## src/dfatsa_pkg.sv

```systemverilog
// Shared types, constants and helpers for the table-driven DFA stream acceptor.
// No dependencies; every other file of the block imports this package.
package dfatsa_pkg;

  localparam int unsigned STATE_BITS = 6;
  localparam int unsigned SYM_BITS   = 8;
  localparam int unsigned COUNT_BITS = STATE_BITS + 1;
  localparam int unsigned NUM_STATES = 1 << STATE_BITS;
  localparam int unsigned ADDR_BITS  = STATE_BITS + SYM_BITS;
  localparam int unsigned DEPTH      = 1 << ADDR_BITS;
  localparam int unsigned CFG_BITS   = NUM_STATES;

  typedef logic [STATE_BITS-1:0] state_t;
  typedef logic [SYM_BITS-1:0]   sym_t;
  typedef logic [COUNT_BITS-1:0] count_t;
  typedef logic [ADDR_BITS-1:0]  addr_t;

  typedef enum logic [1:0] {
    ACT_WRITE   = 2'd0,
    ACT_RESTART = 2'd1,
    ACT_SYMBOL  = 2'd2
  } action_e;

  typedef enum logic [1:0] {
    ST_OK        = 2'd0,
    ST_DUP       = 2'd1,
    ST_BAD_STATE = 2'd2,
    ST_NO_START  = 2'd3
  } status_e;

  typedef enum logic [1:0] {
    CFG_STATE_COUNT    = 2'd0,
    CFG_START_STATE    = 2'd1,
    CFG_START_ENABLE   = 2'd2,
    CFG_ACCEPTING_MASK = 2'd3
  } cfg_idx_e;

  typedef struct packed {
    count_t                state_count;
    state_t                start_state;
    logic                  start_enable;
    logic [NUM_STATES-1:0] accepting_mask;
  } cfg_t;

  typedef struct packed {
    logic [1:0] action;
    state_t     from_state;
    state_t     to_state;
    sym_t       symbol;
    logic       last;
  } in_item_t;

  typedef struct packed {
    status_e status;
    state_t  current_state;
    state_t  following_state;
    logic    dead;
    logic    verdict_valid;
    logic    accept;
  } out_item_t;

  // One word of the transition store: presence flag and target state
  typedef struct packed {
    logic   valid;
    state_t next;
  } entry_t;

  typedef struct packed {
    logic   en;
    addr_t  addr;
    entry_t data;
  } mem_wr_t;

  // Run context carried from one symbol to the next
  typedef struct packed {
    logic   mid;
    logic   dead;
    state_t state;
  } run_ctx_t;

  // Values of state_count above NUM_STATES behave as NUM_STATES
  function automatic logic state_ok(state_t s, count_t n);
    return {1'b0, s} < n;
  endfunction

  function automatic addr_t slot(state_t s, sym_t y);
    return {s, y};
  endfunction

endpackage

```

## src/dfatsa_top_regs.sv

```systemverilog
// Configuration register file of the DFA acceptor, written through a plain
// index/data write port. Depends on dfatsa_pkg.
module dfatsa_top_regs (
  input  logic                           clk_i,
  input  logic                           rst_ni,
  input  logic                           cfg_we_i,
  input  logic [1:0]                     cfg_idx_i,
  input  logic [dfatsa_pkg::CFG_BITS-1:0] cfg_data_i,
  output dfatsa_pkg::cfg_t               cfg_o
);
  import dfatsa_pkg::*;

  cfg_t cfg_q;

  always_ff @(posedge clk_i or negedge rst_ni) begin
    if (!rst_ni) begin
      cfg_q.state_count    <= count_t'(1);
      cfg_q.start_state    <= '0;
      cfg_q.start_enable   <= 1'b0;
      cfg_q.accepting_mask <= '0;
    end else if (cfg_we_i) begin
      case (cfg_idx_i)
        CFG_STATE_COUNT:    cfg_q.state_count    <= cfg_data_i[COUNT_BITS-1:0];
        CFG_START_STATE:    cfg_q.start_state    <= cfg_data_i[STATE_BITS-1:0];
        CFG_START_ENABLE:   cfg_q.start_enable   <= cfg_data_i[0];
        CFG_ACCEPTING_MASK: cfg_q.accepting_mask <= cfg_data_i[NUM_STATES-1:0];
        default: begin
        end
      endcase
    end
  end

  assign cfg_o = cfg_q;

endmodule

```

## config.mk

```make
export PLATFORM = sky130hd
export DESIGN_NAME = dfatsa_top_regs
export DESIGN_NICKNAME = d
export VERILOG_FILES = /design/src/dfatsa_pkg.sv /design/src/dfatsa_top_regs.sv
export SDC_FILE = /design/constraint.sdc
export NUM_CORES = 1
export LEC_CHECK = 0
export ABC_AREA = 1
export BUFFER_PORTS_ARGS = -buffer_cell sky130_fd_sc_hd__buf_2
export CORE_MARGIN = 5
export CORE_UTILIZATION = 45
export CTS_CLUSTER_DIAMETER = 40
export DETAILED_ROUTE_END_ITERATION = 8
export GPL_ROUTABILITY_DRIVEN = 0
export PLACE_DENSITY = 0.83
export RECOVER_POWER = 100
export SETUP_SLACK_MARGIN = 0.4
export SYNTH_ARGS = -nofsm -noshare
export SYNTH_HDL_FRONTEND = slang
export SYNTH_SLANG_ARGS = --single-unit
```

## constraint.sdc

```tcl
create_clock -name clk_i -period 1.2 [get_ports clk_i]
set_clock_uncertainty 0.2 [all_clocks]
set_input_delay 0.06 -clock clk_i [delete_from_list [all_inputs] [get_ports clk_i]]
set_output_delay 0.06 -clock clk_i [all_outputs]
set_load 0.02 [all_outputs]
```

==> results.ini <==
[timing]
fin_hold_ws_ns=-0.378
timing.final.crit_share_pct=103
slew-limit-headroom_pct=39.9
worst_pin_slew_ns=0.902
fmax_mhz=808
fin_crit_ns=1.24
setup_ws_ns=-0.0370
setup_viol=1
maxSlewViolCount=0
hold_viol_final=83
rsz0062_at_grt=yes

[yosys]
async_reset_ff_share_pct=100
synth_top_area_share_pct=57.6
syn_area_um2=3340
synth-seq-cells=78
synth_ff_type=dfrtp_1
synth_seq_area_share_pct=58.4
synth.distinct_cells=12
yosysMostFrequentCell=nand2_1
syn_nets=419
ys_warn_count=0
synthTopCellsByCount=157 x nand2_1, 77 x dfrtp_1, 71 x nand4_1
ys_top_cells_by_area=dfrtp_1 58%, nand2_1 18%, nand4_1 13%, buf_6 5.1%, buf_4 1.6%
synth_edf_count=0
synthCells=350
syn_avg_cell_area_um2=9.55
yosysTopAreaCell=dfrtp_1

[drt]
drtPass1Iterations=5
drtAntennaViolNets=0
drtIter0Drc=111
drcViolationCount=0
drt-total-wl_um=10200
vias=3225
wire_per_inst_um=16.4
routed_via_density=5.18

[power]
vdd_drop_max_v=0.000895
p_per_area_nw_per_um2=1560
leakagePower_nw=2.57

[cells_and_area]
instances_no_fill=622
synthToLayoutAreaGrowth_pct=51.3
largest_reg_flops=78
antenna_cells=0
fin_nets=589
drive_above_1_share_pct=55.3

[floorplan]
fp-row-count=31
dieWidth_um=96.2
die_h_um=96.2
io_pins=147
start_util_pct=46.1
die_area_um2=9250
coreArea_um2=7250

[min_path]
hold_class=input port to asynchronous set/reset pin

[placed_design]
dp_hpwl_um=6390
io_buffers=146
placed_cells=577
place_ws_ns=0.0528

[clock_tree]
htree_levels=3
path_clk_slew_ns=0.09
worst_skew_pair.late_latency_ns=0.32
cts_tree=built
clockBufferDepth=2
numCtsBuffers=9
cts_sinks=78
cts_root_buf=clkbuf_8

[setup_path]
critPathMaxStageDelay_ns=0.54
arrival_ns=0.98
rrSetupSlack_ns=0.09
cp-start-kind=register
path_cells=buf_6
required_ns=0.94
cp_top_family=flip-flops
critPathKind=register to primary output
crit_path_end_kind=primary output
crit_buf_inv=1
crit_fanout=2
crit_path_top_delay_cell=dfstp_2

[job]
drv_cap=0

[global_routing]
grt_pass1_vias=3236
antenna_found_initial=0
grt_pass1_wl_um=15500
grt_overflow_total=0
grt.total_usage_pct=21.4
grt_max_degree=51

[run_status]
status=finished, violations left
violations=negative hold slack, negative setup slack

## final timing paths
check                                 startpoint                     to  depth (start not counted)
setup / recovery           cfg_o[71]$_DFFE_PN1P_              cfg_o[71]                          1
hold / removal                            rst_ni   cfg_o[8]$_DFFE_PN0P_                          1
setup reg to reg           cfg_o[15]$_DFFE_PN0P_  cfg_o[15]$_DFFE_PN0P_                          3
hold reg to reg            cfg_o[71]$_DFFE_PN1P_  cfg_o[71]$_DFFE_PN1P_                          2
max in group asynchronous                 rst_ni  cfg_o[39]$_DFFE_PN0P_                          2
min in group clk_i                cfg_data_i[13]  cfg_o[13]$_DFFE_PN0P_                          3
## power by group
group          switching [mW]  internal [mW]  total (mW)  leakage [nW]
sequential              0.296           3.12        3.42         0.878
clock                   0.884           1.20        2.09         0.104
combinational            1.30           1.08        2.37          1.59
total                    2.48           5.40        7.88          2.57
## cells by family after synthesis
family                 synth area share (%)
DFF                                    58.4
buffers and inverters                  8.20
and+or+nand+nor                        33.4
## layout by cell type, fill, tap and decap left out, drive strengths merged, types with 2 or more instances in the layout
| master | n |
|---|---|
| clkbuf | 21 |
| nand3 | 10 |
| dlygate4sd3 | 9 |
| dfrtp | 77 |
| nand4 | 71 |
| inv | 2 |
| buf | 168 |
| bufinv | 2 |
| nand2 | 157 |
## layout make-up
class	instances	area, um2
fillers	587	2190
flip-flops and latches	78	2050
repair buffers	190	1470
multi-input cells	239	1200
clock buffers	10	138
well taps	99	124
clock inverters	4	72.6
inverters	2	7.51
## timing repair
action                                  4_1_cts  5_1_grt
resized for setup                           170       44
hold buffers                                  6        3
setup buffers                                 6       16
pin swaps                                     1       12
endpoints found under the hold margin       156      150
endpoints found under the setup margin      155      156
## routing by layer
metal / track usage (%) / routed length [um] / vias to the layer above
met2: 37.3 / 5430 / 125
met4: 7.70 / 162 / 0
li1: - / - / 1519
met5: 0 / 0 / -
met3: 4.77 / 676 / 12
met1: 25.7 / 3930 / 1569
## per-stage QoR
| step | setup TNS, ns | total power, mW | instance area (um2) | utilization, % |
|---|---|---|---|---|
| global route | -2.27 | 8.28 | 5060 | 69.8 |
| detailed placement | 0 | 5.18 | 4210 | 58.0 |
| finish | -0.0370 | 7.88 | 5060 | 69.8 |
| global placement | 0 | 5.11 | 4210 | 58.0 |
| CTS | -0.0558 | 7.96 | 5050 | 69.7 |
| floorplan | 0 | 4.44 | 3470 | - |
No activity file was read; power rests on OpenSTA's default activity.
