File: config.mk
export PLATFORM = sky130hd
export DESIGN_NAME = dfatsa_pipe
export DESIGN_NICKNAME = d
export VERILOG_FILES = /design/src/dfatsa_pkg.sv /design/src/dfatsa_pipe.sv
export SDC_FILE = /design/constraint.sdc
export NUM_CORES = 1
export LEC_CHECK = 0
export ABC_AREA = 0
export ABC_CLOCK_PERIOD_IN_PS = 4250
export BUFFER_PORTS_ARGS = -buffer_cell sky130_fd_sc_hd__buf_2
export CAP_MARGIN = 30
export CORE_AREA = 5 5 133 135
export DETAILED_ROUTE_END_ITERATION = 8
export DIE_AREA = 0 0 138 140
export SYNTH_ARGS = -nofsm -noshare
export SYNTH_HDL_FRONTEND = slang
export SYNTH_SLANG_ARGS = --single-unit
File: constraint.sdc
create_clock -name clk_i -period 4.25 [get_ports clk_i]
set_input_delay 0.2125 -clock clk_i [delete_from_list [all_inputs] [get_ports clk_i]]
set_output_delay 0.2125 -clock clk_i [all_outputs]
set_load 0.005 [all_outputs]
File: src/dfatsa_pkg.sv
// Shared types, constants and helpers for the table-driven DFA stream acceptor.
// No dependencies; every other file of the block imports this package.
package dfatsa_pkg;

  localparam int unsigned STATE_BITS = 6;
  localparam int unsigned SYM_BITS   = 8;
  localparam int unsigned COUNT_BITS = STATE_BITS + 1;
  localparam int unsigned NUM_STATES = 1 << STATE_BITS;
  localparam int unsigned ADDR_BITS  = STATE_BITS + SYM_BITS;
  localparam int unsigned DEPTH      = 1 << ADDR_BITS;
  localparam int unsigned CFG_BITS   = NUM_STATES;

  typedef logic [STATE_BITS-1:0] state_t;
  typedef logic [SYM_BITS-1:0]   sym_t;
  typedef logic [COUNT_BITS-1:0] count_t;
  typedef logic [ADDR_BITS-1:0]  addr_t;

  typedef enum logic [1:0] {
    ACT_WRITE   = 2'd0,
    ACT_RESTART = 2'd1,
    ACT_SYMBOL  = 2'd2
  } action_e;

  typedef enum logic [1:0] {
    ST_OK        = 2'd0,
    ST_DUP       = 2'd1,
    ST_BAD_STATE = 2'd2,
    ST_NO_START  = 2'd3
  } status_e;

  typedef enum logic [1:0] {
    CFG_STATE_COUNT    = 2'd0,
    CFG_START_STATE    = 2'd1,
    CFG_START_ENABLE   = 2'd2,
    CFG_ACCEPTING_MASK = 2'd3
  } cfg_idx_e;

  typedef struct packed {
    count_t                state_count;
    state_t                start_state;
    logic                  start_enable;
    logic [NUM_STATES-1:0] accepting_mask;
  } cfg_t;

  typedef struct packed {
    logic [1:0] action;
    state_t     from_state;
    state_t     to_state;
    sym_t       symbol;
    logic       last;
  } in_item_t;

  typedef struct packed {
    status_e status;
    state_t  current_state;
    state_t  following_state;
    logic    dead;
    logic    verdict_valid;
    logic    accept;
  } out_item_t;

  // One word of the transition store: presence flag and target state
  typedef struct packed {
    logic   valid;
    state_t next;
  } entry_t;

  typedef struct packed {
    logic   en;
    addr_t  addr;
    entry_t data;
  } mem_wr_t;

  // Run context carried from one symbol to the next
  typedef struct packed {
    logic   mid;
    logic   dead;
    state_t state;
  } run_ctx_t;

  // Values of state_count above NUM_STATES behave as NUM_STATES
  function automatic logic state_ok(state_t s, count_t n);
    return {1'b0, s} < n;
  endfunction

  function automatic addr_t slot(state_t s, sym_t y);
    return {s, y};
  endfunction

endpackage

File: src/dfatsa_pipe.sv
// Two-stage lookup pipeline: address issue with run-context forwarding,
// then check, update and write-back of the transition store. Depends on dfatsa_pkg.
module dfatsa_pipe (
  input  logic                  clk_i,
  input  logic                  rst_ni,
  input  dfatsa_pkg::cfg_t      cfg_i,
  input  logic                  clearing_i,
  input  logic                  item_valid_i,
  input  dfatsa_pkg::in_item_t  item_i,
  output logic                  item_ready_o,
  output logic                  res_valid_o,
  output dfatsa_pkg::out_item_t res_o,
  input  logic                  res_ready_i,
  output logic                  rd_en_o,
  output dfatsa_pkg::addr_t     rd_addr_o,
  input  dfatsa_pkg::entry_t    rd_data_i,
  output dfatsa_pkg::mem_wr_t   wr_o
);
  import dfatsa_pkg::*;

  // second stage
  logic       b_valid_q;
  logic [1:0] b_action_q;
  state_t     b_from_q;
  state_t     b_to_q;
  logic       b_last_q;
  addr_t      b_addr_q;
  state_t     b_cur_q;
  logic       b_dead_in_q;
  logic       b_no_start_q;
  run_ctx_t   b_pre_q;
  logic       b_fwd_q;
  state_t     b_fwd_data_q;
  run_ctx_t   run_q;

  logic      accept;
  logic      b_adv;
  logic      start_ok;
  entry_t    entry_eff;
  logic      hit;
  logic      dead_out;
  state_t    nstate;
  logic      write_ok;
  run_ctx_t  b_post;
  out_item_t b_out;

  run_ctx_t pre_a;
  state_t   a_state;
  logic     a_dead;
  logic     a_no_start;
  addr_t    a_addr;
  logic     a_fwd;

  assign start_ok = cfg_i.start_enable && state_ok(cfg_i.start_state, cfg_i.state_count);
  assign b_adv    = b_valid_q && res_ready_i;
  assign item_ready_o = !clearing_i && (!b_valid_q || b_adv);
  assign accept   = item_valid_i && item_ready_o;

  // a write issued ahead of us to the same entry overrides the stale read
  always_comb begin
    if (b_fwd_q) begin
      entry_eff.valid = 1'b1;
      entry_eff.next  = b_fwd_data_q;
    end else begin
      entry_eff = rd_data_i;
    end
  end

  assign hit = !b_dead_in_q && entry_eff.valid && state_ok(b_cur_q, cfg_i.state_count)
               && state_ok(entry_eff.next, cfg_i.state_count);
  assign dead_out = !hit;
  assign nstate   = hit ? entry_eff.next : b_cur_q;

  // second stage: result and run context after the transaction
  always_comb begin
    b_out    = '0;
    b_post   = b_pre_q;
    write_ok = 1'b0;
    case (b_action_q)
      ACT_WRITE: begin
        if (!state_ok(b_from_q, cfg_i.state_count) || !state_ok(b_to_q, cfg_i.state_count)) begin
          b_out.status = ST_BAD_STATE;
        end else if (entry_eff.valid) begin
          b_out.status = ST_DUP;
        end else begin
          write_ok = 1'b1;
        end
      end
      ACT_RESTART: begin
        b_out.verdict_valid = 1'b1;
        b_post = '{mid: 1'b0, dead: 1'b0, state: cfg_i.start_state};
        if (!start_ok) begin
          b_out.status = ST_NO_START;
          b_out.dead   = 1'b1;
        end else begin
          b_out.current_state   = cfg_i.start_state;
          b_out.following_state = cfg_i.start_state;
          b_out.accept          = cfg_i.accepting_mask[cfg_i.start_state];
        end
      end
      ACT_SYMBOL: begin
        b_out.status          = b_no_start_q ? ST_NO_START : ST_OK;
        b_out.current_state   = b_cur_q;
        b_out.following_state = hit ? entry_eff.next : '0;
        b_out.dead            = dead_out;
        if (b_last_q) begin
          b_out.verdict_valid = 1'b1;
          b_out.accept        = !dead_out && cfg_i.accepting_mask[nstate];
          b_post = '{mid: 1'b0, dead: 1'b0, state: cfg_i.start_state};
        end else begin
          b_post = '{mid: 1'b1, dead: dead_out, state: nstate};
        end
      end
      default: begin
        b_out = '0;
      end
    endcase
  end

  assign wr_o.en         = b_adv && write_ok;
  assign wr_o.addr       = b_addr_q;
  assign wr_o.data.valid = 1'b1;
  assign wr_o.data.next  = b_to_q;

  // first stage: take the context straight from the stage ahead when occupied
  assign pre_a = b_valid_q ? b_post : run_q;

  always_comb begin
    if (!pre_a.mid) begin
      a_no_start = !start_ok;
      a_dead     = !start_ok;
      a_state    = start_ok ? cfg_i.start_state : '0;
    end else begin
      a_no_start = 1'b0;
      a_dead     = pre_a.dead;
      a_state    = pre_a.state;
    end
  end

  assign a_addr = (item_i.action == ACT_WRITE) ? slot(item_i.from_state, item_i.symbol)
                                               : slot(a_state, item_i.symbol);
  assign a_fwd  = wr_o.en && (wr_o.addr == a_addr);

  assign rd_en_o   = accept;
  assign rd_addr_o = a_addr;

  always_ff @(posedge clk_i) begin
    if (accept) begin
      b_action_q   <= item_i.action;
      b_from_q     <= item_i.from_state;
      b_to_q       <= item_i.to_state;
      b_last_q     <= item_i.last;
      b_addr_q     <= a_addr;
      b_cur_q      <= a_state;
      b_dead_in_q  <= a_dead;
      b_no_start_q <= a_no_start;
      b_pre_q      <= pre_a;
      b_fwd_q      <= a_fwd;
      b_fwd_data_q <= b_to_q;
    end
  end

  always_ff @(posedge clk_i or negedge rst_ni) begin
    if (!rst_ni) begin
      b_valid_q <= 1'b0;
      run_q     <= '0;
    end else begin
      if (accept) begin
        b_valid_q <= 1'b1;
      end else if (b_adv) begin
        b_valid_q <= 1'b0;
      end
      if (b_adv) begin
        run_q <= b_post;
      end
    end
  end

  assign res_valid_o = b_valid_q;
  assign res_o       = b_out;

endmodule

==> results of run 1 <==
sequential cells by signal, summed over array words and instances (netlist names), 2 cells and up:
register,cells
b_from_q,6
b_cur_q,6
run_q,8
b_fwd_data_q,6
b_to_q,6
b_action_q,2
b_pre_q,8
b_addr_q,14
stage by stage:
stage	hold WS, ns	instance area [sq um]	power [W]	utilization (%)	std cells
floorplan	-0.0831	4770	0.00113	-	424
global placement	0.0853	5880	0.00134	35.9	802
detailed placement	0.0895	5880	0.00136	35.9	802
CTS	0.0455	6370	0.00217	39.0	829
global route	0.0486	6380	0.00227	39.0	829
finish	0.0570	6380	0.00216	39.0	830
layout make-up:
class	count	area, sq um
Antenna cell	1	2.50
Clock buffer	9	225
Clock inverter	7	90.1
Fill cell	1668	9970
Inverter	14	52.6
Multi-Input combinational cell	319	2850
Sequential cell	61	1790
Tap cell	220	275
Timing Repair Buffer	199	1090
timing repair:
action	4_1_cts	5_1_grt
hold endpoints to repair	9	0
endpoints found under the setup margin	2	2
resized for setup	19	1
pin swaps	10	0
buffers inserted	10	0
hold buffers	1	0
routing by layer:
metal  up-vias  global-route usage (%)  wire (microns)
li1       2031                       -               -
met1      2126                    18.8            6510
met2       166                    27.2            7960
met3        32                    4.87            1040
met4         2                    5.56             384
met5         -                       0              11
cell families (layout without fill, tap and decap cells):
family,Yosys count,count (layout),share of synthesized area (%)
fa+ha+maj,29,29,7.61
xor+xnor,14,14,2.57
mux,69,69,20.6
compound gates,113,113,17.5
buf+inv,44,229,4.54
simple gates,93,93,9.60
other cells,1,2,0.0786
flops,61,61,37.5
final timing paths:
kind                            start               to  slack, ns  cells past startpoint
setup / recovery              b_fwd_q         res_o[0]      -0.07                     15
hold / removal             item_i[10]        b_to_q[1]       0.06                      1
setup reg to reg              b_fwd_q          b_fwd_q       0.25                     17
hold reg to reg             b_to_q[0]  b_fwd_data_q[0]       0.48                      0
max in group asynchronous      rst_ni         run_q[5]       3.78                      2
min in group asynchronous      rst_ni         run_q[3]       0.27                      2
where the power goes:
part	total (W)	internal, W	switching [W]	leakage, nW
Clock	0.000778	0.000509	0.000268	0.151
Sequential	0.000754	0.000716	0.0000378	0.603
Combinational	0.000629	0.000300	0.000329	2.08
Total	0.00216	0.00153	0.000635	2.84
synthesized netlist by cell type, types with 3 or more instances:
library cell,n,area (sq um)
edfxtp_1,52,1560
nand2_1,32,120
mux2i_1,31,310
ha_1,29,363
mux4_2,21,473
nor2_1,20,75.1
o21ai_0,20,100
a21o_1,16,120
a21oi_1,15,75.1
inv_1,14,52.6
mux2_2,14,158
a22o_1,13,114
xnor2_1,13,114
clkbuf_1,12,45.0
buf_4,11,82.6
a221oi_1,10,87.6
dfrtp_1,9,225
a211oi_1,8,60.1
nand2b_1,8,50.1
nor2b_1,7,43.8
a222oi_1,6,60.1
a221o_1,5,50.1
nand3_1,5,25.0
o22ai_1,5,31.3
buf_1,4,15.0
and2_1,3,18.8
nand3b_1,3,22.5
nand4_1,3,18.8
o211ai_1,3,22.5
worst reg2reg max path, cell delays in order, from the launching register on:
cell and delay [ns]:
edfxtp_1 0.47, buf_6 0.16, buf_4 0.14, mux2_2 0.35
ha_1 0.32, o211ai_2 0.10, a21oi_4 0.21, nor2_4 0.09
buf_4 0.15, buf_4 0.14, mux2_2 0.23, a222oi_1 0.08
buf_4 0.18, a221oi_1 0.59, xnor2_1 0.20, nand3_1 0.09
nor3_1 0.24, buf_4 0.14
==> qor.yml, run 1 <==
placed_design:
  gp_congestion: 0.845
  place_hpwl_microns: 12700
  place_ws_ns: -0.0584
  port_buffers: 167
yosys:
  syn_inst: 424
  yosysSeqAreaShare_pct: 37.5
  synth_cell_type_count: 52
  synth_nets: 566
  yosysWarnings: 0
  synth_edf_count: 52
  ys_ff_latch: 61
  syn_area_sq_um: 4770
  async_flop_share_pct: 14.8
  synth_area_per_cell_sq_um: 11.3
  synth_ff_type: "edfxtp_1"
floorplanning:
  die_w_microns: 138
  die_y_microns: 140
  io_pins: 169
  coreArea_sq_um: 16300
  start_util_pct: 29.2
  die_area_sq_um: 19300
  rows: 47
finish:
  final_common_cell: "buf_2"
  area_delta_synth_final_pct: 33.7
  layout.nets: 746
  drive_gt1_share_pct: 44.2
  final_cell_mix: "buf_2 (167), edfxtp_1 (52), nand2_1 (32)"
critical_path:
  worst_setup_path_start_kind: "register"
  critPathBufInv: 3
  arrival_ns: 4.11
  crit_chain: "buf_6 > mux2_2 > ha_1 > a21o_1 > a211oi_2 > o221ai_2 > nor2_4 > mux2_4 > buf_6 > mux2i_1 > a221o_1 > a21oi_1 > or4_1 > a32o_1 > buf_2"
  path_class: "reg -> out"
  cp-end-kind: "primary output"
  cpPeakStageDelay_ns: 0.52
  crit_slowest_cell: "or4_1"
  cp_top_family: "compound AO/OA/AOI/OAI gates"
  cp_max_fo: 5
  crit_required_ns: 4.04
  crit_path_frequent_cell: "buf_6"
run_status:
  violations: "negative setup slack"
  status: "complete, but fails checks"
timing:
  rsz0062_at_grt: "true"
  finalCriticalPeriod_ns: 4.32
  clock.fmax_ghz: 0.231
  finalCritPeriodShare_pct: 102
  drv_slew: 0
  hold_viol: 0
  setup-violations-final: 1
  worst_slack_ns: -0.0708
  tightestPinTransition_ns: 0.836
  setup_tns_ns: -0.0708
  skew_ns: 0.00628
  slew_headroom_pct: 44.2
clocking:
  clk_latency_ns: 0.33
  root_buffer: "clkbuf_16"
  cts_buffers: 9
  clk_pin_slew_ns: 0.06
  cts-htree-levels: 3
  cts_tree: "built"
  clock-sinks: 61
  cts_buffer_depth: 2
global_route:
  grt_pass1_wl_microns: 24600
  overflow: 0
  grtUsageTotal_pct: 15.8
  grt_max_degree: 33
  first_global_vias: 4631
  antenna_found_initial: 1
route:
  drt-pass1-iter-count: 5
  postRouteAntennaNets: 0
  drt_iter0_drc: 302
  wl_per_cell_microns: 19.2
  drc_errors: 0
  via_per_inst: 5.25
  vias: 4357
  wl_microns: 15900
hold_path:
  hp-class: "in -> reg"
power:
  leakagePower_nw: 2.84
  ir_drop_mv: 0.190
  power_density_nw_per_um2: 339
job:
  timing.max_cap.violations: 0
(Power assumes the default switching activity.)
==> inputs of run 2 (changes only) <==
--- a/config.mk
+++ b/config.mk
@@ -9,9 +9,10 @@
 export ABC_CLOCK_PERIOD_IN_PS = 4250
 export BUFFER_PORTS_ARGS = -buffer_cell sky130_fd_sc_hd__buf_2
 export CAP_MARGIN = 30
-export CORE_AREA = 5 5 133 135
+export CORE_AREA = 3 3 131 133
 export DETAILED_ROUTE_END_ITERATION = 8
-export DIE_AREA = 0 0 138 140
+export DIE_AREA = 0 0 134 136
 export SYNTH_ARGS = -nofsm -noshare
 export SYNTH_HDL_FRONTEND = slang
 export SYNTH_SLANG_ARGS = --single-unit
+export TNS_END_PERCENT = 50
==> qor.yml, run 2 (same netlist as run 1, synthesis figures left out) <==
global_route:
  first_global_vias: 4561  # -1.5%
  grtUsageTotal_pct: 17.0  # +1.2 points
  grt_max_degree: 32  # -3.0%
  overflow: 0  # unchanged
  grt_pass1_wl_microns: 24300  # -1.2%
  antenna_found_initial: 2  # +1
timing:
  worst_slack_ns: -0.0554  # +0.0154 ns
  setup_tns_ns: -0.0554  # +0.0154 ns
  slew_headroom_pct: 55.8  # +12 points
  skew_ns: 0.00629  # +0.00000927 ns
  finalCriticalPeriod_ns: 4.31  # -0.0154 ns
  tightestPinTransition_ns: 0.663  # -0.173 ns
  setup-violations-final: 1  # unchanged
  finalCritPeriodShare_pct: 101  # -0.36 points
  clock.fmax_ghz: 0.232  # +0.36%
  drv_slew: 0  # unchanged
  rsz0062_at_grt: "true"
  hold_viol: 0  # unchanged
critical_path:
  crit_required_ns: 4.04  # about the same
  cpPeakStageDelay_ns: 0.48  # -0.04 ns
  critPathBufInv: 1  # -2
  cp_top_family: "compound AO/OA/AOI/OAI gates"
  crit_chain: "mux2_4 > ha_4 > a21o_1 > a211oi_2 > o221ai_2 > nor2_4 > mux2_4 > mux2i_2 > a221oi_2 > or4_1 > a221o_1 > a32o_1 > buf_2"
  arrival_ns: 4.09  # -0.02 ns
  crit_path_frequent_cell: "mux2_4"
  worst_setup_path_start_kind: "register"
  crit_slowest_cell: "edfxtp_1"
  path_class: "reg -> out"
  cp-end-kind: "primary output"
  cp_max_fo: 4  # -1
floorplanning:
  die_y_microns: 136  # -2.9%
  rows: 46  # -2.1%
  io_pins: 169  # unchanged
  die_w_microns: 134  # -2.9%
  coreArea_sq_um: 15900  # -2.5%
  start_util_pct: 29.9  # +0.74 points
  die_area_sq_um: 18200  # -5.7%
route:
  vias: 4389  # +0.73%
  via_per_inst: 5.25  # about the same
  drc_errors: 0  # unchanged
  drt-pass1-iter-count: 5  # unchanged
  wl_microns: 15800  # -0.82%
  drt_iter0_drc: 308  # +2.0%
  wl_per_cell_microns: 18.9  # -1.5%
  postRouteAntennaNets: 0  # unchanged
finish:
  area_delta_synth_final_pct: 35.5
  layout.area.seq_sq_um: 1790  # unchanged
  multi_input_area_sq_um: 2870  # +0.70%
  regMostFlops: "b_addr_q"
  final_common_cell: "buf_2"
  n_fill_cell: 1592  # -4.6%
  final_cell_mix: "buf_2 (167), edfxtp_1 (52), buf_4 (38)"
  layout.nets: 757  # +1.5%
  diodes: 0  # -1
  reg_top3: "b_addr_q x14, b_pre_q x8, run_q x8"
  largest_register_ffs: 14  # unchanged
  drive_gt1_share_pct: 45.0  # +0.83 points
placed_design:
  port_buffers: 167  # unchanged
  place_hpwl_microns: 12500  # -1.5%
  gp_congestion: 0.856  # +1.3%
  place_ws_ns: -0.0644  # -0.00602 ns
power:
  leakagePower_nw: 2.89  # +1.8%
  power_density_nw_per_um2: 328  # -3.1%
  total_power_w: 0.00212  # -1.7%
  ir_drop_mv: 0.205  # +7.8%
job:
  timing.max_cap.violations: 0  # unchanged
clocking:
  clk_latency_ns: 0.33  # about the same
  cts_buffers: 9  # unchanged
  cts_tree: "built"
  root_buffer: "clkbuf_16"
  cts_buffer_depth: 2  # unchanged
  clock-sinks: 61  # unchanged
  clk_pin_slew_ns: 0.05  # about the same
  cts-htree-levels: 3  # unchanged
run_status:
  status: "complete, but fails checks"
  violations: "negative setup slack"
hold_path:
  hp-class: "in -> reg"
[run 2: cell types whose count changed in the layout (fill, tap and decap cells not counted), sizes merged]
cell / change
clkinvlp: -1
diode: -1
clkinv: -1
bufinv: -1
buf: +11
clkbuf: +3
[run 2: area by class of cell]
| cell class | count | share of cell area, % |
|---|---|---|
| clock buffers | 12 | 3.81 |
| flip-flops and latches | 61 | 27.6 |
| clock inverters | 4 | 0.735 |
| repair buffers | 210 | 18.4 |
| inverters | 14 | 0.813 |
| well taps | 216 | 4.18 |
| multi-input cells | 319 | 44.4 |
[run 2: stage by stage]
| step | hold WS (ns) | instances | cell area (sq um) | util, % |
|---|---|---|---|---|
| floorplan | -0.0831 | 424 | 4770 | - |
| global placement | 0.0808 | 801 | 5890 | 37.0 |
| detailed placement | 0.0889 | 801 | 5890 | 37.0 |
| CTS | 0.0465 | 832 | 6420 | 40.3 |
| global route | 0.0439 | 836 | 6470 | 40.6 |
| finish | 0.0573 | 836 | 6470 | 40.6 |
[run 2: worst paths after layout]
kind                       slack [ns]  cells past startpoint      start       end
hold / removal                   0.06                      1  item_i[0]  b_last_q
max in group asynchronous        3.79                      2     rst_ni  run_q[4]
setup / recovery                -0.06                     13    b_fwd_q  res_o[0]
hold reg to reg                  0.48                      2   run_q[0]  run_q[0]
setup reg to reg                 0.30                     16    b_fwd_q   b_fwd_q
min in group asynchronous        0.27                      2     rst_ni  run_q[7]
[run 2: what timing repair did]
action,CTS,global route
pin swaps,8,4
endpoints found under the hold margin,9,0
hold buffers,1,0
setup buffers,14,4
endpoints found under the setup margin,1,1
resized for setup,22,1
[run 2: power by group]
part           internal [W]  switching [W]  leakage [nW]
registers          0.000717      0.0000372         0.603
logic              0.000323       0.000332          2.14
clock network      0.000467       0.000247         0.143
total               0.00151       0.000617          2.89
[run 2: per-layer routing]
| metal | up-vias | routed length [microns] | track usage [%] |
|---|---|---|---|
| li1 | 2047 | - | - |
| met1 | 2100 | 6570 | 21.5 |
| met2 | 208 | 7500 | 28.4 |
| met3 | 30 | 1330 | 5.29 |
| met4 | 4 | 355 | 4.63 |
| met5 | - | 23 | 0 |
